===== src/node_roster_table_defines.svh =====
// assertion macros shared by the node roster table modules
// each macro expects clk and arst_n in the scope where it is used
`ifndef NODE_ROSTER_TABLE_DEFINES_SVH
`define NODE_ROSTER_TABLE_DEFINES_SVH

// same-cycle implication, checked outside reset
`define NRT_ASSERT_IMPLY(label, ante, cons) \
	label: assert property (@(posedge clk) disable iff (!arst_n) (ante) |-> (cons)) \
		else $error("roster table check failed");

// next-cycle implication, checked outside reset
`define NRT_ASSERT_NEXT(label, ante, cons) \
	label: assert property (@(posedge clk) disable iff (!arst_n) (ante) |=> (cons)) \
		else $error("roster table check failed");

`endif


===== src/nrt_pkg.sv =====
// node roster table package: payload structs, command and status structs, constants
// used by nrt_ctrl, nrt_datapath and node_roster_table; depends on nothing
`default_nettype none

package nrt_pkg;

	localparam int ID_W = 64;
	localparam int TS_W = 32;
	localparam int CFG_IDX_W = 1;
	localparam int CFG_DATA_W = 64;

	// configuration register indexes
	localparam logic [CFG_IDX_W-1:0] CFG_LIVE_WINDOW = 1'b0;
	localparam logic [CFG_IDX_W-1:0] CFG_SELF_ID = 1'b1;

	localparam logic [TS_W-1:0] WINDOW_RESET = 32'd60000;

	// request modes
	localparam logic MODE_NOTE = 1'b0;
	localparam logic MODE_REPORT = 1'b1;

	typedef struct packed {
		logic mode;
		logic [ID_W-1:0] node_id;
		logic node_role;
		logic [TS_W-1:0] now_ms;
	} item_t;

	typedef struct packed {
		logic [ID_W-1:0] out_id;
		logic out_role;
		logic last;
	} rslt_t;

	// controller to datapath
	typedef struct packed {
		logic accept;
		logic rpt;
		logic rd_en;
		logic s1_adv;
		logic wr_slot;
		logic wr_victim;
		logic vic_upd;
		logic push_entry;
		logic push_last;
	} cmd_t;

	// datapath to controller
	typedef struct packed {
		logic s1_tok;
		logic s1_hit;
		logic s1_empty;
		logic s1_qual;
		logic s1_last;
		logic more;
		logic out_free;
	} sts_t;

endpackage

`default_nettype wire


===== src/nrt_datapath.sv =====
// node roster table datapath: entry memory, valid bits, scan stage, victim
// tracking, pending and output result registers; depends on nrt_pkg
`default_nettype none

module nrt_datapath #(
	parameter int ENTRIES = 16
) (
	input wire logic clk,
	input wire logic arst_n,
	input wire nrt_pkg::cmd_t cmd,
	output nrt_pkg::sts_t sts,
	input wire nrt_pkg::item_t item,
	input wire logic cfg_we,
	input wire logic [nrt_pkg::CFG_IDX_W-1:0] cfg_index,
	input wire logic [nrt_pkg::CFG_DATA_W-1:0] cfg_data,
	output logic rslt_valid,
	output nrt_pkg::rslt_t rslt,
	input wire logic rslt_stall
);

	localparam int IDX_W = $clog2(ENTRIES);
	localparam int PTR_W = IDX_W + 1;

	// configuration
	logic [nrt_pkg::TS_W-1:0] win_q;
	logic [nrt_pkg::ID_W-1:0] self_q;

	// captured request
	logic [nrt_pkg::ID_W-1:0] it_id_q;
	logic it_role_q;
	logic [nrt_pkg::TS_W-1:0] it_now_q;

	// roster storage
	logic [nrt_pkg::ID_W-1:0] mem_id [ENTRIES];
	logic mem_role [ENTRIES];
	logic [nrt_pkg::TS_W-1:0] mem_stamp [ENTRIES];
	logic [ENTRIES-1:0] valid_q;

	// scan pointer and read stage
	logic [PTR_W-1:0] ptr_q;
	logic tok_s1;
	logic vld_s1;
	logic [IDX_W-1:0] idx_s1;
	logic [nrt_pkg::ID_W-1:0] id_s1;
	logic role_s1;
	logic [nrt_pkg::TS_W-1:0] stamp_s1;

	// eviction candidate
	logic [IDX_W-1:0] vic_idx_q;
	logic [nrt_pkg::TS_W-1:0] vic_stamp_q;
	logic [IDX_W-1:0] vic_idx_nxt;
	logic [nrt_pkg::TS_W-1:0] vic_stamp_nxt;

	// pending and output results
	logic [nrt_pkg::ID_W-1:0] pend_id_q;
	logic pend_role_q;
	logic out_valid_q;
	nrt_pkg::rslt_t out_q;

	logic [nrt_pkg::TS_W-1:0] age;
	logic wr_en;
	logic [IDX_W-1:0] wr_addr;

	// status toward the controller
	assign age = it_now_q - stamp_s1;
	assign sts.s1_tok = tok_s1;
	assign sts.s1_hit = vld_s1 && (id_s1 == it_id_q);
	assign sts.s1_empty = !vld_s1;
	assign sts.s1_qual = vld_s1 && (id_s1 != self_q) && (age <= win_q);
	assign sts.s1_last = (idx_s1 == IDX_W'(ENTRIES - 1));
	assign sts.more = (ptr_q < PTR_W'(ENTRIES));
	assign sts.out_free = !out_valid_q || !rslt_stall;

	// victim: slot 0 seeds it, later slots replace it only on a strictly smaller stamp
	always_comb begin
		vic_idx_nxt = vic_idx_q;
		vic_stamp_nxt = vic_stamp_q;
		if ((idx_s1 == '0) || (stamp_s1 < vic_stamp_q)) begin
			vic_idx_nxt = idx_s1;
			vic_stamp_nxt = stamp_s1;
		end
	end

	assign wr_en = cmd.wr_slot || cmd.wr_victim;
	assign wr_addr = cmd.wr_slot ? idx_s1 : vic_idx_nxt;

	// control registers
	always_ff @(posedge clk or negedge arst_n) begin
		if (!arst_n) begin
			win_q <= nrt_pkg::WINDOW_RESET;
			self_q <= '0;
			valid_q <= '0;
			ptr_q <= '0;
			tok_s1 <= 1'b0;
			vld_s1 <= 1'b0;
			out_valid_q <= 1'b0;
		end else begin
			if (cfg_we) begin
				case (cfg_index)
					nrt_pkg::CFG_LIVE_WINDOW: win_q <= cfg_data[nrt_pkg::TS_W-1:0];
					nrt_pkg::CFG_SELF_ID: self_q <= cfg_data;
					default: ;
				endcase
			end
			if (wr_en) begin
				valid_q[wr_addr] <= 1'b1;
			end
			if (cmd.accept) begin
				ptr_q <= '0;
			end else if (cmd.rd_en) begin
				ptr_q <= ptr_q + PTR_W'(1);
			end
			if (cmd.accept) begin
				tok_s1 <= 1'b0;
			end else if (cmd.s1_adv) begin
				tok_s1 <= cmd.rd_en;
			end
			if (cmd.rd_en) begin
				vld_s1 <= valid_q[ptr_q[IDX_W-1:0]];
			end
			if (cmd.push_entry || cmd.push_last) begin
				out_valid_q <= 1'b1;
			end else if (out_valid_q && !rslt_stall) begin
				out_valid_q <= 1'b0;
			end
		end
	end

	// entry memory: one write port, one registered read port
	always_ff @(posedge clk) begin
		if (wr_en) begin
			mem_id[wr_addr] <= it_id_q;
			mem_role[wr_addr] <= it_role_q;
			mem_stamp[wr_addr] <= it_now_q;
		end
		if (cmd.rd_en) begin
			id_s1 <= mem_id[ptr_q[IDX_W-1:0]];
			role_s1 <= mem_role[ptr_q[IDX_W-1:0]];
			stamp_s1 <= mem_stamp[ptr_q[IDX_W-1:0]];
			idx_s1 <= ptr_q[IDX_W-1:0];
		end
	end

	// payload registers
	always_ff @(posedge clk) begin
		if (cmd.accept) begin
			it_id_q <= item.node_id;
			it_role_q <= item.node_role;
			it_now_q <= item.now_ms;
		end
		if (cmd.vic_upd) begin
			vic_idx_q <= vic_idx_nxt;
			vic_stamp_q <= vic_stamp_nxt;
		end
		if (cmd.accept && cmd.rpt) begin
			pend_id_q <= self_q;
			pend_role_q <= item.node_role;
		end else if (cmd.push_entry) begin
			pend_id_q <= id_s1;
			pend_role_q <= role_s1;
		end
		if (cmd.push_entry || cmd.push_last) begin
			out_q.out_id <= pend_id_q;
			out_q.out_role <= pend_role_q;
			out_q.last <= cmd.push_last;
		end
	end

	assign rslt_valid = out_valid_q;
	assign rslt = out_q;

endmodule

`default_nettype wire


===== src/nrt_ctrl.sv =====
// node roster table controller: sequences note and report scans over the slots
// depends on nrt_pkg and node_roster_table_defines.svh
`default_nettype none

`include "node_roster_table_defines.svh"

module nrt_ctrl (
	input wire logic clk,
	input wire logic arst_n,
	input wire logic accept,
	input wire logic acc_mode,
	input wire nrt_pkg::sts_t sts,
	output nrt_pkg::cmd_t cmd,
	output logic busy
);

	localparam logic [1:0] ST_IDLE = 2'd0;
	localparam logic [1:0] ST_NOTE = 2'd1;
	localparam logic [1:0] ST_RPT = 2'd2;
	localparam logic [1:0] ST_END = 2'd3;

	logic [1:0] state_q;
	logic [1:0] state_nxt;
	logic fin;
	logic blk;

	assign busy = (state_q != ST_IDLE);

	// command decode and next state
	always_comb begin
		cmd = '0;
		cmd.accept = accept;
		cmd.rpt = (acc_mode == nrt_pkg::MODE_REPORT);
		state_nxt = state_q;
		fin = sts.s1_tok && (sts.s1_hit || sts.s1_empty);
		blk = sts.s1_tok && sts.s1_qual && !sts.out_free;
		case (state_q)
			ST_IDLE: begin
				if (accept) begin
					state_nxt = cmd.rpt ? ST_RPT : ST_NOTE;
				end
			end
			ST_NOTE: begin
				// first match or first empty slot ends the scan, else the oldest stamp is replaced
				cmd.s1_adv = 1'b1;
				cmd.wr_slot = fin;
				cmd.vic_upd = sts.s1_tok && !fin;
				cmd.wr_victim = sts.s1_tok && !fin && sts.s1_last;
				cmd.rd_en = sts.more && !fin;
				if (cmd.wr_slot || cmd.wr_victim) begin
					state_nxt = ST_IDLE;
				end
			end
			ST_RPT: begin
				// a qualifying entry pushes the pending result out; hold while output is full
				cmd.s1_adv = !blk;
				cmd.rd_en = !blk && sts.more;
				cmd.push_entry = sts.s1_tok && sts.s1_qual && sts.out_free;
				if (sts.s1_tok && !blk && sts.s1_last) begin
					state_nxt = ST_END;
				end
			end
			ST_END: begin
				// pending result is the final one of the run
				cmd.push_last = sts.out_free;
				if (sts.out_free) begin
					state_nxt = ST_IDLE;
				end
			end
			default: begin
				state_nxt = ST_IDLE;
			end
		endcase
	end

	// state register
	always_ff @(posedge clk or negedge arst_n) begin
		if (!arst_n) begin
			state_q <= ST_IDLE;
		end else begin
			state_q <= state_nxt;
		end
	end

	// checks
	`NRT_ASSERT_IMPLY(a_single_write, cmd.wr_slot, !cmd.wr_victim)
	`NRT_ASSERT_IMPLY(a_read_in_range, cmd.rd_en, sts.more)
	`NRT_ASSERT_NEXT(a_last_ends_run, cmd.push_last, state_q == ST_IDLE)
	`NRT_ASSERT_IMPLY(a_accept_idle, accept, state_q == ST_IDLE)

endmodule

`default_nettype wire


===== src/node_roster_table.sv =====
// Node roster table, top level. Joins the controller and the datapath.
// Request channel: item_valid / item_stall / item (mode, node_id, node_role, now_ms).
// A note request (mode 0) scans the slots and updates, fills or evicts one entry;
// it yields no result. A report request (mode 1) yields the own id with the given
// role, then each live entry other than self in slot order; last marks the final one.
// Result channel: rslt_valid / rslt_stall / rslt (out_id, out_role, last).
// Config channel: cfg_valid / cfg_ready / cfg_index / cfg_data, index 0 is the live
// window in ms, index 1 the own id; cfg_ready is always high, write only when idle.
// Slots are read one per cycle from the entry memory unless a report scan is held by a
// stalled result. item_stall stays high for the whole scan, including any pause while
// the result side stalls; a match or an empty slot ends a note scan early.
// A stalled result holds in the output register; the scan pauses on the next live
// entry until the output register frees up. The final result may wait there while
// the next request is taken.
// Reset empties the roster (valid bits cleared), sets the window to 60000 ms and the
// own id to zero.
`default_nettype none

module node_roster_table #(
	parameter int ENTRIES = 16
) (
	input wire logic clk,
	input wire logic arst_n,
	input wire logic item_valid,
	output logic item_stall,
	input wire nrt_pkg::item_t item,
	output logic rslt_valid,
	input wire logic rslt_stall,
	output nrt_pkg::rslt_t rslt,
	input wire logic cfg_valid,
	output logic cfg_ready,
	input wire logic [nrt_pkg::CFG_IDX_W-1:0] cfg_index,
	input wire logic [nrt_pkg::CFG_DATA_W-1:0] cfg_data
);

	nrt_pkg::cmd_t cmd;
	nrt_pkg::sts_t sts;
	logic busy;
	logic accept;

	assign item_stall = busy;
	assign accept = item_valid && !busy;
	assign cfg_ready = 1'b1;

	// sequencer
	nrt_ctrl u_ctrl (
		.clk(clk),
		.arst_n(arst_n),
		.accept(accept),
		.acc_mode(item.mode),
		.sts(sts),
		.cmd(cmd),
		.busy(busy)
	);

	// storage and result path
	nrt_datapath #(
		.ENTRIES(ENTRIES)
	) u_datapath (
		.clk(clk),
		.arst_n(arst_n),
		.cmd(cmd),
		.sts(sts),
		.item(item),
		.cfg_we(cfg_valid && cfg_ready),
		.cfg_index(cfg_index),
		.cfg_data(cfg_data),
		.rslt_valid(rslt_valid),
		.rslt(rslt),
		.rslt_stall(rslt_stall)
	);

endmodule

`default_nettype wire

===== config.mk =====
export PLATFORM = sky130hd
export DESIGN_NAME = node_roster_table
export DESIGN_NICKNAME = d
export VERILOG_FILES = /design/src/nrt_pkg.sv /design/src/nrt_datapath.sv /design/src/nrt_ctrl.sv /design/src/node_roster_table.sv
export VERILOG_INCLUDE_DIRS = /design/src /design/src/src
export SDC_FILE = /design/constraint.sdc
export NUM_CORES = 2
export LEC_CHECK = 0
export BUFFER_PORTS_ARGS = -buffer_cell sky130_fd_sc_hd__buf_2
export CORE_MARGIN = 10
export CORE_UTILIZATION = 56
export CTS_BUF_LIST = sky130_fd_sc_hd__clkbuf_16
export DETAILED_ROUTE_END_ITERATION = 8
export GPL_ROUTABILITY_DRIVEN = 0
export PLACE_DENSITY_LB_ADDON = 0.25
export SYNTH_ARGS = -nofsm -noshare
export SYNTH_HDL_FRONTEND = slang
export SYNTH_SLANG_ARGS = --single-unit
export TNS_END_PERCENT = 1

===== constraint.sdc =====
create_clock -name clk -period 9 [get_ports clk]
set_input_delay 0.45 -clock clk [delete_from_list [all_inputs] [get_ports clk]]
set_output_delay 0.45 -clock clk [all_outputs]
set_load 0.05 [all_outputs]

==> metrics.md <==
| Metric | Value |
|---|---|
| Status | finished, final reports clean |
| RSZ-0062 raised after global routing | no |
| Vias in the first global route | 39.9k |
| Finished Cell Area | 0.0912 mm^2 |
| P_leak | ~30 nW |
| CTS Buffer Depth | 3 |
| Flop pwr share | between 40 and 50% |
| Fmax achieved | 148 MHz |
| P_int | 18.0 mW |
| Switching Share | 28.6% |
| Min cycle time layout | around 6700 ps |
| Asr flop ratio synth | 5.98% |
| Period utilisation layout | ~75% |
| Worst rel slew slack | 18.2% |
| Area Growth Syn to Fin | 14.6% |
| Clock Power Share | 31.1% |
| Total power | around 25 mW |
| Register bit total from synthesis | 2,039 |
| Cell family with most CP delay | simple AND/OR/NAND/NOR gates |
| DR vias | just under 40k |
| Top cells by area, synth | edfxtp_1, mux4_2, dfrtp_1 |
| Synth Warn # | 0 |
| Final net count | 4,450 |
| Post-Syn Area per Cell | between 20 and 25 um^2 |
| Yosys top cell area share | 72.3% |
| Clock root cell | clkbuf_16 |
| Cells after DPL | about 5.7k |
| CP Buf/Inv Count | 1 |
| Via/cell ratio | between 6 and 7 |
| IO Port Bufs | 235 |
| Least-Margin Pin Slew | about 1200 ps |
| Wl on met1 | around 80,000 um |
| Initial Util | roughly 56% |
| Crit path DAT | between 7000 and 8000 ps |
| Primary FF master, synth | edfxtp_1 |
| Critical path class | register to register |
| Final setup margin | 2250 ps |
| Filler cell count | just over 9k |
| Initial antenna violation count | 13 |
| Cell Area, Synth | 0.0796 mm^2 |
| ANT nets after route | 0 |
| Critical path peak fanout | 26 |
| Setup TNS Final | 0 ps |
| TritonCTS clock tree | yes |
| Count leader, synth | edfxtp_1 |
| DR iter-0 viols | 5,515 |
| Hold Crit Class | primary input to register |
| First-pass GRT wire length | roughly 290,000 um |
| Final Hold Viols | 0 |
| Final setup viols | 0 |
| Die Ht | between 300 and 400 um |
| Register area share after synthesis | between 70 and 80% |
| Comb power frac | roughly a fifth |
| Met3 wire length | 25,000 um |
| Multi-input gate area | between 0.015 and 0.02 mm^2 |
| Die ar. | 0.158 mm^2 |
| Core area | between 0.1 and 0.15 mm^2 |
| Worst hold margin | about 83 ps |
| Post-synth top area cell | edfxtp_1 |
| DRC Markers | 0 |
| Gr ovfl total | 0 |
| Cell variety after synth | 70 |
| EDFF count, synth | 1,917 |
| Drt first pass iters | 5 |
| CP endpoint kind | register |
| Max Slew Vio Count | 0 |
| Place WS | ~2500 ps |
| Final HPWL DP | about 120,000 um |
| Peak supply drop | roughly 0.2 mV |
| Core Rows | about 140 |
| Max-cap viol count | 0 |
| H-tree depth | 4 |
| Postcts setup bufs | 0 |
| Final Core Density | 64.5% |
| Post-synth net total | 3,929 |
| CP startpoint kind | register |
| Uppermost routed layer | met5 |
| Post-DR wirelength/cell | roughly 32 um |
| Switching power | 7.18 mW |
| Largest net degree at the start of global routing | 131 |
| Total Routing Usage GR | 25.8% |
| Worst-Skew Late Latency | approximately 840 ps |
| Total CTS buffers | between 150 and 200 |
| Critical Path, Cell by Cell | ha_1 -> a21o_1 -> a311oi_2 -> o31ai_1 -> o31a_4 -> a2111oi_4 -> nor3b_2 -> or4_1 -> nand3_1 -> ha_1 -> nand4_1 -> nor4_1 -> a21oi_1 -> o211ai_1 -> nand2_1 -> o2111a_1 -> nor2_4 -> buf_4 |
| FF/Latch Area | between 0.06 and 0.07 mm^2 |
| Gate Count Post-Synth | roughly 3.7k |
| Met2 wire len | ~92,000 um |
| Total routed wirelength | 202,000 um |
| Crit-path max cell delay | approximately 800 ps |
| Layout cells sized above 1 | 28.2% |
| Crit path top cell by count | ha_1 |
| Worst path slowest cell | nor2_4 |
| # IOs | between 200 and 250 |
| Worst Skew | about 42 ps |
| Critical path data required time | approximately 9500 ps |
| Final Non-Filler Cells | 6,243 |
| Synth cell count leaders | edfxtp_1, mux4_2, xnor2_1 |
| Total clock sinks | roughly 2.0k |
| DIE WIDTH | a little under 400 um |
| Worst-path clk slew | roughly 60 ps |
| PwrDens | approximately 280 mW/mm^2 |
| Placed Area | around 0.083 mm^2 |
[area by class of cell]
class | count | area share, %
Clock buffer | 199 | 5.46
Timing Repair Buffer | 460 | 3.77
Tap cell | 1890 | 2.59
Multi-Input combinational cell | 1371 | 19.9
Inverter | 112 | 0.475
Clock inverter | 167 | 1.28
Antenna cell | 5 | 0.0137
Sequential cell | 2039 | 66.5
[worst paths after layout]
kind	start	to	slack (ps)	cells after the start
max reg2reg	u_datapath.it_now_q[9]	u_datapath.id_s1[39]	2250	18
max	u_datapath.it_now_q[9]	u_datapath.id_s1[39]	2250	18
min	cfg_data[32]	u_datapath.self_q[32]	80	2
min reg2reg	u_datapath.pend_id_q[51]	u_datapath.rslt[53]	400	0
max in group asynchronous	arst_n	u_datapath.win_q[18]	7450	3
min in group asynchronous	arst_n	u_datapath.self_q[61]	240	2
[worst reg2reg max path, stage by stage, from the launching register on]
cell	delay, ps
edfxtp_1	690
ha_1	440
a21o_1	230
a311oi_2	310
o31ai_1	130
o31a_4	330
a2111oi_4	450
nor3b_2	110
or4_1	510
nand3_1	80
ha_1	140
nand4_1	110
nor4_1	680
a21oi_1	140
o211ai_1	180
nand2_1	180
o2111a_1	240
nor2_4	800
buf_4	590
[layer usage]
layer | vias to the layer above | track usage, %
met4 | 8 | 5.86
met3 | 293 | 7.85
met2 | 2352 | 38.1
met5 | - | 0
li1 | 16200 | -
met1 | 20800 | 38.1
[power by group through the flow]
stage / clock network, mW / logic, mW / registers (mW)
after floorplan: 0 / 3.26 / 12.4
after global placement: 0 / 4.78 / 12.5
after detailed placement: 0 / 4.82 / 12.6
after CTS: 7.89 / 4.91 / 12.4
after global routing: 8.30 / 5.28 / 12.5
final: 7.81 / 4.91 / 12.4
[registers in the layout (all words and copies together) (netlist names), 2 cells and up]
name and count:
u_datapath.rslt 66, u_datapath.self_q 64, u_datapath.vic_stamp_q 32, u_datapath.pend_id_q 64
u_datapath.mem_id 1024, u_datapath.id_s1 64, u_datapath.valid_q 16, u_ctrl.state_q 2
u_datapath.mem_stamp 512, u_datapath.vic_idx_q 4, u_datapath.ptr_q 5, u_datapath.mem_role 16
u_datapath.it_id_q 64, u_datapath.it_now_q 32, u_datapath.win_q 32, u_datapath.idx_s1 4
u_datapath.stamp_s1 32
[cell usage in the layout (no fill, tap or decap), types with 51 or more instances in the layout]
| cell type | instances |
|---|---|
| a21oi_1 | 55 |
| buf_2 | 234 |
| buf_4 | 52 |
| clkbuf_16 | 199 |
| dfrtp_1 | 112 |
| dlygate4sd3_1 | 160 |
| edfxtp_1 | 1917 |
| ha_1 | 100 |
| inv_1 | 179 |
| mux2_2 | 133 |
| mux4_2 | 490 |
| nand2_1 | 82 |
| nand4_1 | 51 |
| o21ai_0 | 55 |
| xnor2_1 | 144 |
[logic make-up after synthesis]
logic type / after synthesis / share of synthesized area, %
compound gates: 210 / 1.71
xor+xnor: 155 / 1.71
fa+ha+maj: 101 / 1.60
buf+inv: 250 / 1.20
flops: 2039 / 76.2
mux: 632 / 15.9
other cells: 1 / 0.00471
simple gates: 272 / 1.72
[what timing repair did]
action / in CTS / in global routing
hold buffers: 160 / 0
gates resized for setup: 0 / 0
endpoints found under the hold margin: 237 / 0
endpoints found under the setup margin: 0 / 0
(Power assumes the default switching activity.)
